[src/rtl/core/icmpnd_pkg.sv]
// Types and constants of the ICMPv6 Neighbor Discovery option parser.
`timescale 1ns / 1ps

package icmpnd_pkg;

    localparam logic [2:0] KIND_LINK   = 3'd0;
    localparam logic [2:0] KIND_PREFIX = 3'd1;
    localparam logic [2:0] KIND_REDIR  = 3'd2;
    localparam logic [2:0] KIND_MTU    = 3'd3;
    localparam logic [2:0] KIND_RAW    = 3'd4;
    localparam logic [2:0] KIND_TRUNC  = 3'd5;
    localparam logic [2:0] KIND_ZERO   = 3'd6;

    localparam logic [7:0] TYPE_SRC_LINK = 8'd1;
    localparam logic [7:0] TYPE_TGT_LINK = 8'd2;
    localparam logic [7:0] TYPE_PREFIX   = 8'd3;
    localparam logic [7:0] TYPE_REDIR    = 8'd4;
    localparam logic [7:0] TYPE_MTU      = 8'd5;

    localparam logic [10:0] PREFIX_BODY = 11'd30;
    localparam logic [10:0] MTU_BODY    = 11'd6;

    typedef struct packed {
        logic [7:0]  opt_type;
        logic [7:0]  opt_len_units;
        logic [2:0]  kind;
        logic [7:0]  prefix_length;
        logic        on_link_flag;
        logic        autonomous_flag;
        logic [31:0] valid_lifetime;
        logic [31:0] preferred_lifetime;
        logic [63:0] prefix_upper;
        logic [63:0] prefix_lower;
        logic [31:0] mtu_value;
        logic        final_option;
    } t_result;

endpackage

[src/rtl/core/icmpnd_result_skid.sv]
// Two-entry output stage for option results: head register plus skid register.
`timescale 1ns / 1ps

module icmpnd_result_skid (
    input  logic                i_clk,
    input  logic                i_rst_n,
    input  logic                i_push,
    input  icmpnd_pkg::t_result i_res,
    output logic                o_full,
    output logic                o_valid,
    input  logic                i_stall,
    output icmpnd_pkg::t_result o_res
);
    import icmpnd_pkg::*;

    logic    r_head_v, n_head_v;
    logic    r_skid_v, n_skid_v;
    t_result r_head, n_head;
    t_result r_skid, n_skid;
    logic    w_pop;

    // A push only arrives while the skid entry is free, since o_full stalls the source.
    assign w_pop = r_head_v && !i_stall;

    always_comb begin
        n_head_v = r_head_v;
        n_skid_v = r_skid_v;
        n_head   = r_head;
        n_skid   = r_skid;
        if (w_pop) begin
            if (r_skid_v) begin
                n_head   = r_skid;
                n_skid_v = 1'b0;
            end else begin
                n_head   = i_res;
                n_head_v = i_push;
            end
        end else if (i_push) begin
            if (!r_head_v) begin
                n_head   = i_res;
                n_head_v = 1'b1;
            end else begin
                n_skid   = i_res;
                n_skid_v = 1'b1;
            end
        end
    end

    always_ff @(posedge i_clk) begin
        if (!i_rst_n) begin
            r_head_v <= 1'b0;
            r_skid_v <= 1'b0;
        end else begin
            r_head_v <= n_head_v;
            r_skid_v <= n_skid_v;
        end
        r_head <= n_head;
        r_skid <= n_skid;
    end

    assign o_full  = r_skid_v;
    assign o_valid = r_head_v;
    assign o_res   = r_head;

endmodule

[src/rtl/core/icmpv6_nd_option_parser.sv]
// Top level of the ICMPv6 Neighbor Discovery option parser.
`timescale 1ns / 1ps
//
//  Channel   Direction  Handshake            Payload
//  input     in         i_valid / o_stall    i_data_byte, i_final_byte
//  result    out        o_valid / i_stall    o_opt_type ... o_final_option
//
//  One byte is taken per clock cycle while o_stall is low. Each byte updates
//  the parse state in the same cycle it is accepted; a result it produces is
//  registered in the head entry of the output stage, or in its skid entry if stalled.
//  o_stall rises only when both output entries hold results, so a stalled output
//  costs no input cycles until the skid entry is used as well.
//  Reset is synchronous and active low; it returns the parser to the type byte and
//  empties the output stage.
//
// The parser walks type / length records of the options area. The length counts
// 8-byte units including the two header bytes, so the body of an option is
// units * 8 - 2 bytes long. Body bytes of prefix information and MTU options are
// shifted into accumulators by their position in the body, and the result of an
// option is formed when its body ends or when the capture ends early. A zero
// length ends the useful part of the packet: the remaining bytes are dropped.

module icmpv6_nd_option_parser (
    input  logic        i_clk,
    input  logic        i_rst_n,
    input  logic        i_valid,
    output logic        o_stall,
    input  logic [7:0]  i_data_byte,
    input  logic        i_final_byte,
    output logic        o_valid,
    input  logic        i_stall,
    output logic [7:0]  o_opt_type,
    output logic [7:0]  o_opt_len_units,
    output logic [2:0]  o_kind,
    output logic [7:0]  o_prefix_length,
    output logic        o_on_link_flag,
    output logic        o_autonomous_flag,
    output logic [31:0] o_valid_lifetime,
    output logic [31:0] o_preferred_lifetime,
    output logic [63:0] o_prefix_upper,
    output logic [63:0] o_prefix_lower,
    output logic [31:0] o_mtu_value,
    output logic        o_final_option
);
    import icmpnd_pkg::*;

    // Parse phases, one-hot.
    typedef enum logic [3:0] {
        PH_TYPE = 4'b0001,
        PH_LEN  = 4'b0010,
        PH_BODY = 4'b0100,
        PH_SKIP = 4'b1000
    } t_phase;

    t_phase      r_phase, n_phase;
    logic [7:0]  r_held_type, n_held_type;
    logic [7:0]  r_held_units, n_held_units;
    logic [10:0] r_body_index, n_body_index;
    logic [63:0] r_lifetime, n_lifetime;
    logic [63:0] r_prefix_hi, n_prefix_hi;
    logic [63:0] r_prefix_lo, n_prefix_lo;
    logic [41:0] r_misc, n_misc;

    logic        w_accept;
    logic        w_full;
    logic        w_emit;
    logic [10:0] w_body_len;
    logic [7:0]  w_res_type;
    logic [7:0]  w_res_units;
    logic [2:0]  w_res_kind;
    logic        w_res_final;
    t_result     w_res;
    t_result     w_out;

    // Kind of a finished option. A complete body is needed for link address and
    // redirected header; prefix information and MTU only need their fixed fields.
    function automatic logic [2:0] option_kind(
        input logic [7:0]  typ,
        input logic        complete,
        input logic [10:0] got,
        input logic [10:0] blen
    );
        logic [2:0] k;
        unique case (typ)
            TYPE_SRC_LINK, TYPE_TGT_LINK: k = complete ? KIND_LINK : KIND_RAW;
            TYPE_PREFIX: k = (blen >= PREFIX_BODY && got >= PREFIX_BODY) ? KIND_PREFIX
                                                                          : KIND_RAW;
            TYPE_REDIR:  k = complete ? KIND_REDIR : KIND_RAW;
            TYPE_MTU:    k = (got >= MTU_BODY) ? KIND_MTU : KIND_RAW;
            default:     k = KIND_RAW;
        endcase
        return k;
    endfunction

    assign w_accept   = i_valid && !w_full;
    assign w_body_len = {r_held_units, 3'b000} - 11'd2;

    always_comb begin
        n_phase      = r_phase;
        n_held_type  = r_held_type;
        n_held_units = r_held_units;
        n_body_index = r_body_index;
        n_lifetime   = r_lifetime;
        n_prefix_hi  = r_prefix_hi;
        n_prefix_lo  = r_prefix_lo;
        n_misc       = r_misc;
        w_emit       = 1'b0;
        w_res_type   = r_held_type;
        w_res_units  = r_held_units;
        w_res_kind   = KIND_RAW;
        w_res_final  = 1'b1;

        if (w_accept) begin
            unique case (r_phase)
                PH_TYPE: begin
                    n_held_type  = i_data_byte;
                    n_held_units = 8'd0;
                    n_body_index = 11'd0;
                    n_lifetime   = 64'd0;
                    n_prefix_hi  = 64'd0;
                    n_prefix_lo  = 64'd0;
                    n_misc       = 42'd0;
                    if (i_final_byte) begin
                        // Capture ended on the type byte: truncated header.
                        w_emit      = 1'b1;
                        w_res_type  = i_data_byte;
                        w_res_units = 8'd0;
                        w_res_kind  = KIND_TRUNC;
                    end else begin
                        n_phase = PH_LEN;
                    end
                end
                PH_LEN: begin
                    n_held_units = i_data_byte;
                    w_res_units  = i_data_byte;
                    if (i_data_byte == 8'd0) begin
                        w_emit     = 1'b1;
                        w_res_kind = KIND_ZERO;
                        n_phase    = i_final_byte ? PH_TYPE : PH_SKIP;
                    end else if (i_final_byte) begin
                        // No body byte arrived, so every type reports as raw.
                        w_emit     = 1'b1;
                        w_res_kind = option_kind(r_held_type, 1'b0, 11'd0,
                                                 {i_data_byte, 3'b000} - 11'd2);
                        n_phase    = PH_TYPE;
                    end else begin
                        n_phase = PH_BODY;
                    end
                end
                PH_BODY: begin
                    // Fixed fields by body position: prefix length, flags,
                    // MTU or lifetimes, reserved word, then the prefix.
                    if (r_body_index == 11'd0) begin
                        n_misc[39:32] = i_data_byte;
                    end else if (r_body_index == 11'd1) begin
                        n_misc[40] = i_data_byte[7];
                        n_misc[41] = i_data_byte[6];
                    end
                    if (r_body_index >= 11'd2 && r_body_index <= 11'd5) begin
                        n_misc[31:0] = {r_misc[23:0], i_data_byte};
                    end
                    if (r_body_index >= 11'd2 && r_body_index <= 11'd9) begin
                        n_lifetime = {r_lifetime[55:0], i_data_byte};
                    end else if (r_body_index >= 11'd14 && r_body_index <= 11'd21) begin
                        n_prefix_hi = {r_prefix_hi[55:0], i_data_byte};
                    end else if (r_body_index >= 11'd22 && r_body_index <= 11'd29) begin
                        n_prefix_lo = {r_prefix_lo[55:0], i_data_byte};
                    end
                    n_body_index = r_body_index + 11'd1;
                    if (n_body_index == w_body_len) begin
                        w_emit      = 1'b1;
                        w_res_kind  = option_kind(r_held_type, 1'b1, n_body_index,
                                                  w_body_len);
                        w_res_final = i_final_byte;
                        n_phase     = PH_TYPE;
                    end else if (i_final_byte) begin
                        w_emit     = 1'b1;
                        w_res_kind = option_kind(r_held_type, 1'b0, n_body_index,
                                                 w_body_len);
                        n_phase    = PH_TYPE;
                    end
                end
                PH_SKIP: begin
                    if (i_final_byte) begin
                        n_phase = PH_TYPE;
                    end
                end
                default: begin
                    n_phase = PH_TYPE;
                end
            endcase
        end
    end

    // Decoded fields are shown only for the kind they belong to, else zero.
    always_comb begin
        w_res               = '0;
        w_res.opt_type      = w_res_type;
        w_res.opt_len_units = w_res_units;
        w_res.kind          = w_res_kind;
        w_res.final_option  = w_res_final;
        if (w_res_kind == KIND_PREFIX) begin
            w_res.prefix_length      = n_misc[39:32];
            w_res.on_link_flag       = n_misc[40];
            w_res.autonomous_flag    = n_misc[41];
            w_res.valid_lifetime     = n_lifetime[63:32];
            w_res.preferred_lifetime = n_lifetime[31:0];
            w_res.prefix_upper       = n_prefix_hi;
            w_res.prefix_lower       = n_prefix_lo;
        end
        if (w_res_kind == KIND_MTU) begin
            w_res.mtu_value = n_misc[31:0];
        end
    end

    always_ff @(posedge i_clk) begin
        if (!i_rst_n) begin
            r_phase <= PH_TYPE;
        end else begin
            r_phase <= n_phase;
        end
        r_held_type  <= n_held_type;
        r_held_units <= n_held_units;
        r_body_index <= n_body_index;
        r_lifetime   <= n_lifetime;
        r_prefix_hi  <= n_prefix_hi;
        r_prefix_lo  <= n_prefix_lo;
        r_misc       <= n_misc;
    end

    icmpnd_result_skid u_skid (
        .i_clk   (i_clk),
        .i_rst_n (i_rst_n),
        .i_push  (w_emit),
        .i_res   (w_res),
        .o_full  (w_full),
        .o_valid (o_valid),
        .i_stall (i_stall),
        .o_res   (w_out)
    );

    assign o_stall              = w_full;
    assign o_opt_type           = w_out.opt_type;
    assign o_opt_len_units      = w_out.opt_len_units;
    assign o_kind               = w_out.kind;
    assign o_prefix_length      = w_out.prefix_length;
    assign o_on_link_flag       = w_out.on_link_flag;
    assign o_autonomous_flag    = w_out.autonomous_flag;
    assign o_valid_lifetime     = w_out.valid_lifetime;
    assign o_preferred_lifetime = w_out.preferred_lifetime;
    assign o_prefix_upper       = w_out.prefix_upper;
    assign o_prefix_lower       = w_out.prefix_lower;
    assign o_mtu_value          = w_out.mtu_value;
    assign o_final_option       = w_out.final_option;

endmodule

[config.mk]
export PLATFORM = sky130hd
export DESIGN_NAME = icmpv6_nd_option_parser
export DESIGN_NICKNAME = d
export VERILOG_FILES = /design/src/rtl/core/icmpnd_pkg.sv /design/src/rtl/core/icmpnd_result_skid.sv /design/src/rtl/core/icmpv6_nd_option_parser.sv
export SDC_FILE = /design/constraint.sdc
export NUM_CORES = 1
export LEC_CHECK = 0
export BUFFER_PORTS_ARGS = -buffer_cell sky130_fd_sc_hd__buf_2
export CAP_MARGIN = 15
export CORE_ASPECT_RATIO = 1.1
export CORE_UTILIZATION = 35
export DETAILED_ROUTE_END_ITERATION = 7
export GPL_TIMING_DRIVEN = 0
export MAX_ROUTING_LAYER = met4
export PLACE_DENSITY = 0.62
export SLEW_MARGIN = 5
export SYNTH_ARGS = -nofsm -noshare
export SYNTH_HDL_FRONTEND = slang
export SYNTH_SLANG_ARGS = --single-unit
[constraint.sdc]
create_clock -name i_clk -period 22.6 [get_ports i_clk]
set_input_delay 3.39 -clock i_clk [delete_from_list [all_inputs] [get_ports i_clk]]
set_output_delay 3.39 -clock i_clk [all_outputs]
set_load 0.005 [all_outputs]
# --- Yosys cells after proc, flatten, opt, wreduce, memory -nomap -nowiden ---
# Index checks and enable logic that the tools add are counted.
totals:
  reg_bits: 775
  input_bits: 13
  output_inout_bits: 256
  elab_cells: 148
op_classes:
  addsub: 2
  order_cmp: 10
  n_eq_ne: 16
  muxes: 60
  n_bitwise: 2
  n_reduce_logical: 24
op_table:
  columns: ["op", "count"]
  rows:
  - ["two-way mux 254 bit", 4]
  - ["two-way mux 64 bit", 9]
  - ["one-hot mux 64 bit (2 select lines)", 3]
  - ["two-way mux 202 bit", 1]
  - ["one-hot mux 42 bit (2 select lines)", 1]
  - ["two-way mux 32 bit", 2]
  - ["two-way mux 8 bit", 6]
  - ["two-way mux 42 bit", 1]
  - ["greater-or-equal comparator 11 x 5 -> 1 bit, second input constant", 3]
  - ["one-hot mux 8 bit (2 select lines)", 2]
  - ["<= comparator 11 x 5 -> 1 bit, second input constant", 2]
  - ["one-hot mux 11 bit (2 select lines)", 1]
  - ["two-way mux 4 bit", 5]
  - ["two-way mux 3 bit", 6]
  - ["equality test 8 x 2 -> 1 bit, second input constant", 2]
  - ["equality test 8 x 3 -> 1 bit, second input constant", 2]
  - ["one-hot mux 4 bit (4 select lines)", 1]
  - ["AND reduction 2 bit", 7]
  - ["one-hot mux 3 bit (4 select lines)", 1]
  - ["adder 11 x 1 -> 11 bit, second input constant", 1]
  - ["equality test 11 x 1 -> 1 bit, second input constant", 1]
  - ["equality test 11 bit", 1]
  - ["greater-or-equal comparator 11 x 2 -> 1 bit, second input constant", 1]
  - ["greater-or-equal comparator 11 x 3 -> 1 bit, second input constant", 1]
  - ["25 further kinds", 50]

# --- Longest topological paths before layout ---
depth:
  ltp_word: 14
  ltp_mapped: 13
  depth_no_buf: 10

# --- By module ---
# From an unflattened synthesis, not the netlist that was laid out.
unflattened:
  cells_unflattened: 2073
  area_unflattened_um2: 31980.7
by_module_without_submodules:
  columns: ["module", "instances", "cells_each", "area_each_um2", "seq_area_each_um2"]
  rows:
  - ["icmpnd_result_skid", 1, 801, 18620.4, 15294.7]
  - ["icmpv6_nd_option_parser", 1, 1272, 13360.3, 5575.3]

# --- Worst setup path before layout ---
# Ideal clock, no wire load.
synth_path:
  kind: "input -> register"
  from: "input port i_data_byte[5]"
  to: "register u_skid.r_head, in the netlist u_skid.o_res[0], enable pin"
  arrival_ps: 22017
  t_required_ps: 21380
  setup_slack_ps: -637
  stages: 7
  path_buffers: 1
  cell_sequence: "clkbuf_1 -> nor4_1 -> and3_1 -> a21oi_1 -> o21ai_0 -> nand2_1 -> o21ai_0"
synth_via:
  elab_chain_cells: 6
synth_rtl:
  columns: ["item", "line", "rtl"]
  rows:
  - ["start, declared", "icmpv6_nd_option_parser.sv:28", "input logic [7:0] i_data_byte,"]
  - ["zero test 8 bit", "icmpv6_nd_option_parser.sv:136", "if (i_data_byte == 8'd0) begin"]
  - ["two-way mux 1 bit", "icmpv6_nd_option_parser.sv:136", null]
  - ["one-hot mux 1 bit (3 select lines)", "icmpv6_nd_option_parser.sv:114", "unique case (r_phase)"]
  - ["two-way mux 1 bit", "icmpv6_nd_option_parser.sv:113", "if (w_accept) begin"]
  - ["nonzero test 2 bit (no source line)", null, null]
  - ["AND reduction 2 bit (no source line)", null, null]
  - ["end signal, assigned", "icmpnd_result_skid.sv:57", "r_head <= n_head;"]
  - ["end, declared", "icmpnd_result_skid.sv:18", "t_result r_head, n_head;"]
# No other way between the ends.
# A chain may end at the register's enable or synchronous reset.

# --- Worst setup path in the final report ---
layout_path:
  from: "input port i_data_byte[6]"
  to: "register u_skid.r_skid[202] (netlist bit), enable pin"
layout_via:
  elab_chain_cells: 5
layout_rtl:
  columns: ["item", "line", "rtl"]
  rows:
  - ["zero test 8 bit", "icmpv6_nd_option_parser.sv:136", null]
  - ["two-way mux 1 bit", "icmpv6_nd_option_parser.sv:136", null]
  - ["one-hot mux 1 bit (3 select lines)", "icmpv6_nd_option_parser.sv:114", null]
  - ["two-way mux 1 bit", "icmpv6_nd_option_parser.sv:113", null]
  - ["AND reduction 3 bit (no source line)", null, null]
  - ["end signal, assigned", "icmpnd_result_skid.sv:58", "r_skid <= n_skid;"]
  - ["end, declared", "icmpnd_result_skid.sv:19", "t_result r_skid, n_skid;"]
# No other way between the ends.

==> impl_metrics.yaml <==
timing:
  period_share_pct: 29.69
  setup_viol: 0
  rsz0062_at_grt: "no"
  whs_ns: 0.4929
  finalMaxSlewViolations: 0
  fin_crit_ns: 6.711
  relSlewSlack_pct: 21.09
  setup_slack_ns: 15.89
  report.final.hold_viol_count: 0
  skew_ns: 0.02651
  worst_pin_slew_ns: 1.184
  fmax_mhz: 149.0
  tns_ns: 0
detailed_routing:
  drtIter0Drc: 1912
  vias_per_cell: 4.974
  drt.antenna.violating_nets: 0
  num_vias: 19900
  routedWlPerCell_um: 19.39
  drc_errors: 0
  drt-pass1-iter-count: 6
  routed_wirelength_um: 77580
die:
  ios: 269
  core_area_um2: 83890
  start_util_pct: 35.59
  fp-row-count: 111
  die_x_um: 280.5
  die_area_um2: 86460
  die_h_um: 308.3
min_path:
  worstHoldPathCells: 2
  min-delay-start: "r_prefix_hi[62]$_DFF_P_"
  worstHoldPathType: "reg2reg"
clocking:
  post_cts_buffers: 0
  clock-sinks: 775
  cts_resized: 0
  cts_buffers: 81
  worstSkewPairLatency_ns: 0.62
  hold_buffers: 0
  cts_root_buf: "clkbuf_16"
  h-tree-depth: 3
  path_clk_slew_ns: 0.06
  cts_tree: "built"
  cts_buffer_depth: 3
grt:
  antenna_found_initial: 7
  grt.total_usage_pct: 18.14
  grt_pass1_vias: 18960
  grt_pass1_wl_um: 115600
  grt_remaining_overflow: 0
  grt_max_degree: 31
yosys:
  synth_seq_area_share_pct: 69.91
  ys_seq_elements: 775
  ys_warn_count: 0
  syn-num-nets: 2441
  synth_ff_type: "edfxtp_1"
  synth_edf_count: 535
  synthDistinctLibCells: 70
  synth-async-reset-ratio_pct: 0
  synthCells: 2423
  synthesis.area_um2: 29850
  syn_avg_cell_area_um2: 12.32
setup_path:
  crit_type: "in2reg"
  crit_start: "i_data_byte[6]"
  cp_max_fo: 30
  critPathRequiredTime_ns: 22.91
  arrival_ns: 7.02
  crit_path_start_kind: "input port"
  critPathCaptureType: "register"
  timing.rr.start: "r_held_units[0]$_SDFFCE_PN0P_"
  reg2reg_depth: 16
finish:
  final_common_cell: "edfxtp_1"
  final_cell_mix: "edfxtp_1, buf_2, nand2_1, inv_1, dfxtp_1"
  final_area_um2: 35850
  area_delta_synth_final_pct: 20.08
  drive_above_1_share_pct: 18.58
  fin_util_pct: 42.73
  nets: 2815
  fillCellCount: 7906
  finalNonFillerCells: 4001
power:
  power.total_mw: 3.032
  p_leak_nw: 13.33
  ir_drop_uv: 49.59
  powerDensity_nw_per_um2: 84.58
flow_run:
  drv_cap: 0
place:
  dpl_cell_area_um2: 33150
  io_buffers: 267
  dp_hpwl_um: 54720
  place_inst: 3844
  gp_congestion: 0.8902
  place_ws_ns: 15.26
outcome:
  outcome: "complete, no violations"
[cell usage after synthesis, drive strengths merged, types with 2 or more instances]
master | count | area [µm²]
o31ai | 3 | 22.52
a32oi | 2 | 17.52
nand3b | 2 | 15.01
mux2 | 17 | 195.2
a21boi | 4 | 30.03
o21a | 2 | 15.01
a21oi | 12 | 60.06
ha | 5 | 62.56
nor3b | 34 | 255.2
a211oi | 2 | 15.01
inv | 242 | 908.4
nor2 | 55 | 206.5
dfxtp | 240 | 4805
xnor3 | 3 | 67.56
o211ai | 3 | 27.52
nor3 | 211 | 1056
edfxtp | 535 | 16070
nand2 | 263 | 987.2
o21ai | 252 | 1299
buf | 68 | 570.5
nor2b | 4 | 25.02
and3 | 4 | 25.02
xnor2 | 11 | 96.34
a211o | 7 | 61.31
nor4b | 4 | 35.03
and2 | 16 | 100.1
a31oi | 3 | 33.78
nand2b | 9 | 56.30
o31a | 3 | 26.28
nand4 | 5 | 52.55
or3 | 6 | 37.54
a22o | 9 | 78.83
nand3 | 10 | 50.05
or4 | 6 | 52.55
clkbuf | 105 | 401.6
a21o | 4 | 30.03
a22oi | 232 | 1742
xor2 | 5 | 43.79
nor4 | 7 | 43.79
or4b | 2 | 20.02
[path summary, 6_finish.rpt]
path / end / slack, ns
max: u_skid.r_skid[202]$_DFFE_PP_ / 15.89
min: r_prefix_hi[62]$_DFF_P_ / 0.49
max reg2reg: u_skid.r_skid[202]$_DFFE_PP_ / 17.34
min reg2reg: r_prefix_hi[62]$_DFF_P_ / 0.49
[cell type report]
cell class | count | area (µm²) | area share [%]
timing repair buffer | 291 | 1858 | 5.183
multi-input combinational | 1233 | 7128 | 19.89
clock buffer | 111 | 2272 | 6.339
tap | 1130 | 1414 | 3.944
buffer | 173 | 972.2 | 2.712
sequential | 775 | 20870 | 58.22
inverter | 242 | 908.4 | 2.534
clock inverter | 39 | 405.4 | 1.131
antenna | 7 | 17.52 | 0.04887
[flip-flops by register name (all words and copies together) (netlist names)]
| signal | count |
|---|---|
| r_body_index | 11 |
| r_held_type | 8 |
| r_held_units | 8 |
| r_lifetime | 64 |
| r_misc | 42 |
| r_phase | 4 |
| r_prefix_hi | 64 |
| r_prefix_lo | 64 |
| u_skid.o_full | 1 |
| u_skid.o_res | 254 |
| u_skid.o_valid | 1 |
| u_skid.r_skid | 254 |
[power by group]
| group | switching (mW) | total, mW | internal (mW) |
|---|---|---|---|
| registers | 0.0168 | 1.57 | 1.55 |
| clock network | 0.565 | 1.34 | 0.771 |
| logic | 0.0820 | 0.129 | 0.0465 |
| total | 0.663 | 3.03 | 2.37 |
[critical path: stages]
cell and delay [ns]:
buf_2 0.14, clkbuf_1 0.48, nor4_1 0.44, and3_1 0.24
a21oi_1 0.05, o21ai_0 0.19, nand2_1 0.24, nor2_4 0.50
buf_16 0.23, buf_16 0.17, buf_16 0.18, buf_12 0.22
buf_12 0.23, buf_12 0.22
[layer usage]
layer	global-route usage, %	share of wire (%)
met4	5.045	2.1
met1	24.58	45
met3	3.272	7.0
met2	27.84	46
met5	-	0
[cell families after synthesis]
| kind of cell | share of synthesized area [%] |
|---|---|
| flip-flops | 69.91 |
| AND/OR/NAND/NOR | 10.35 |
| AO/OA/AOI/OAI | 11.88 |
| buffers and inverters | 6.300 |
| XOR/XNOR | 0.6958 |
| multiplexers | 0.6538 |
| adder cells (fa/ha/maj) | 0.2096 |
(Power assumes the default switching activity.)
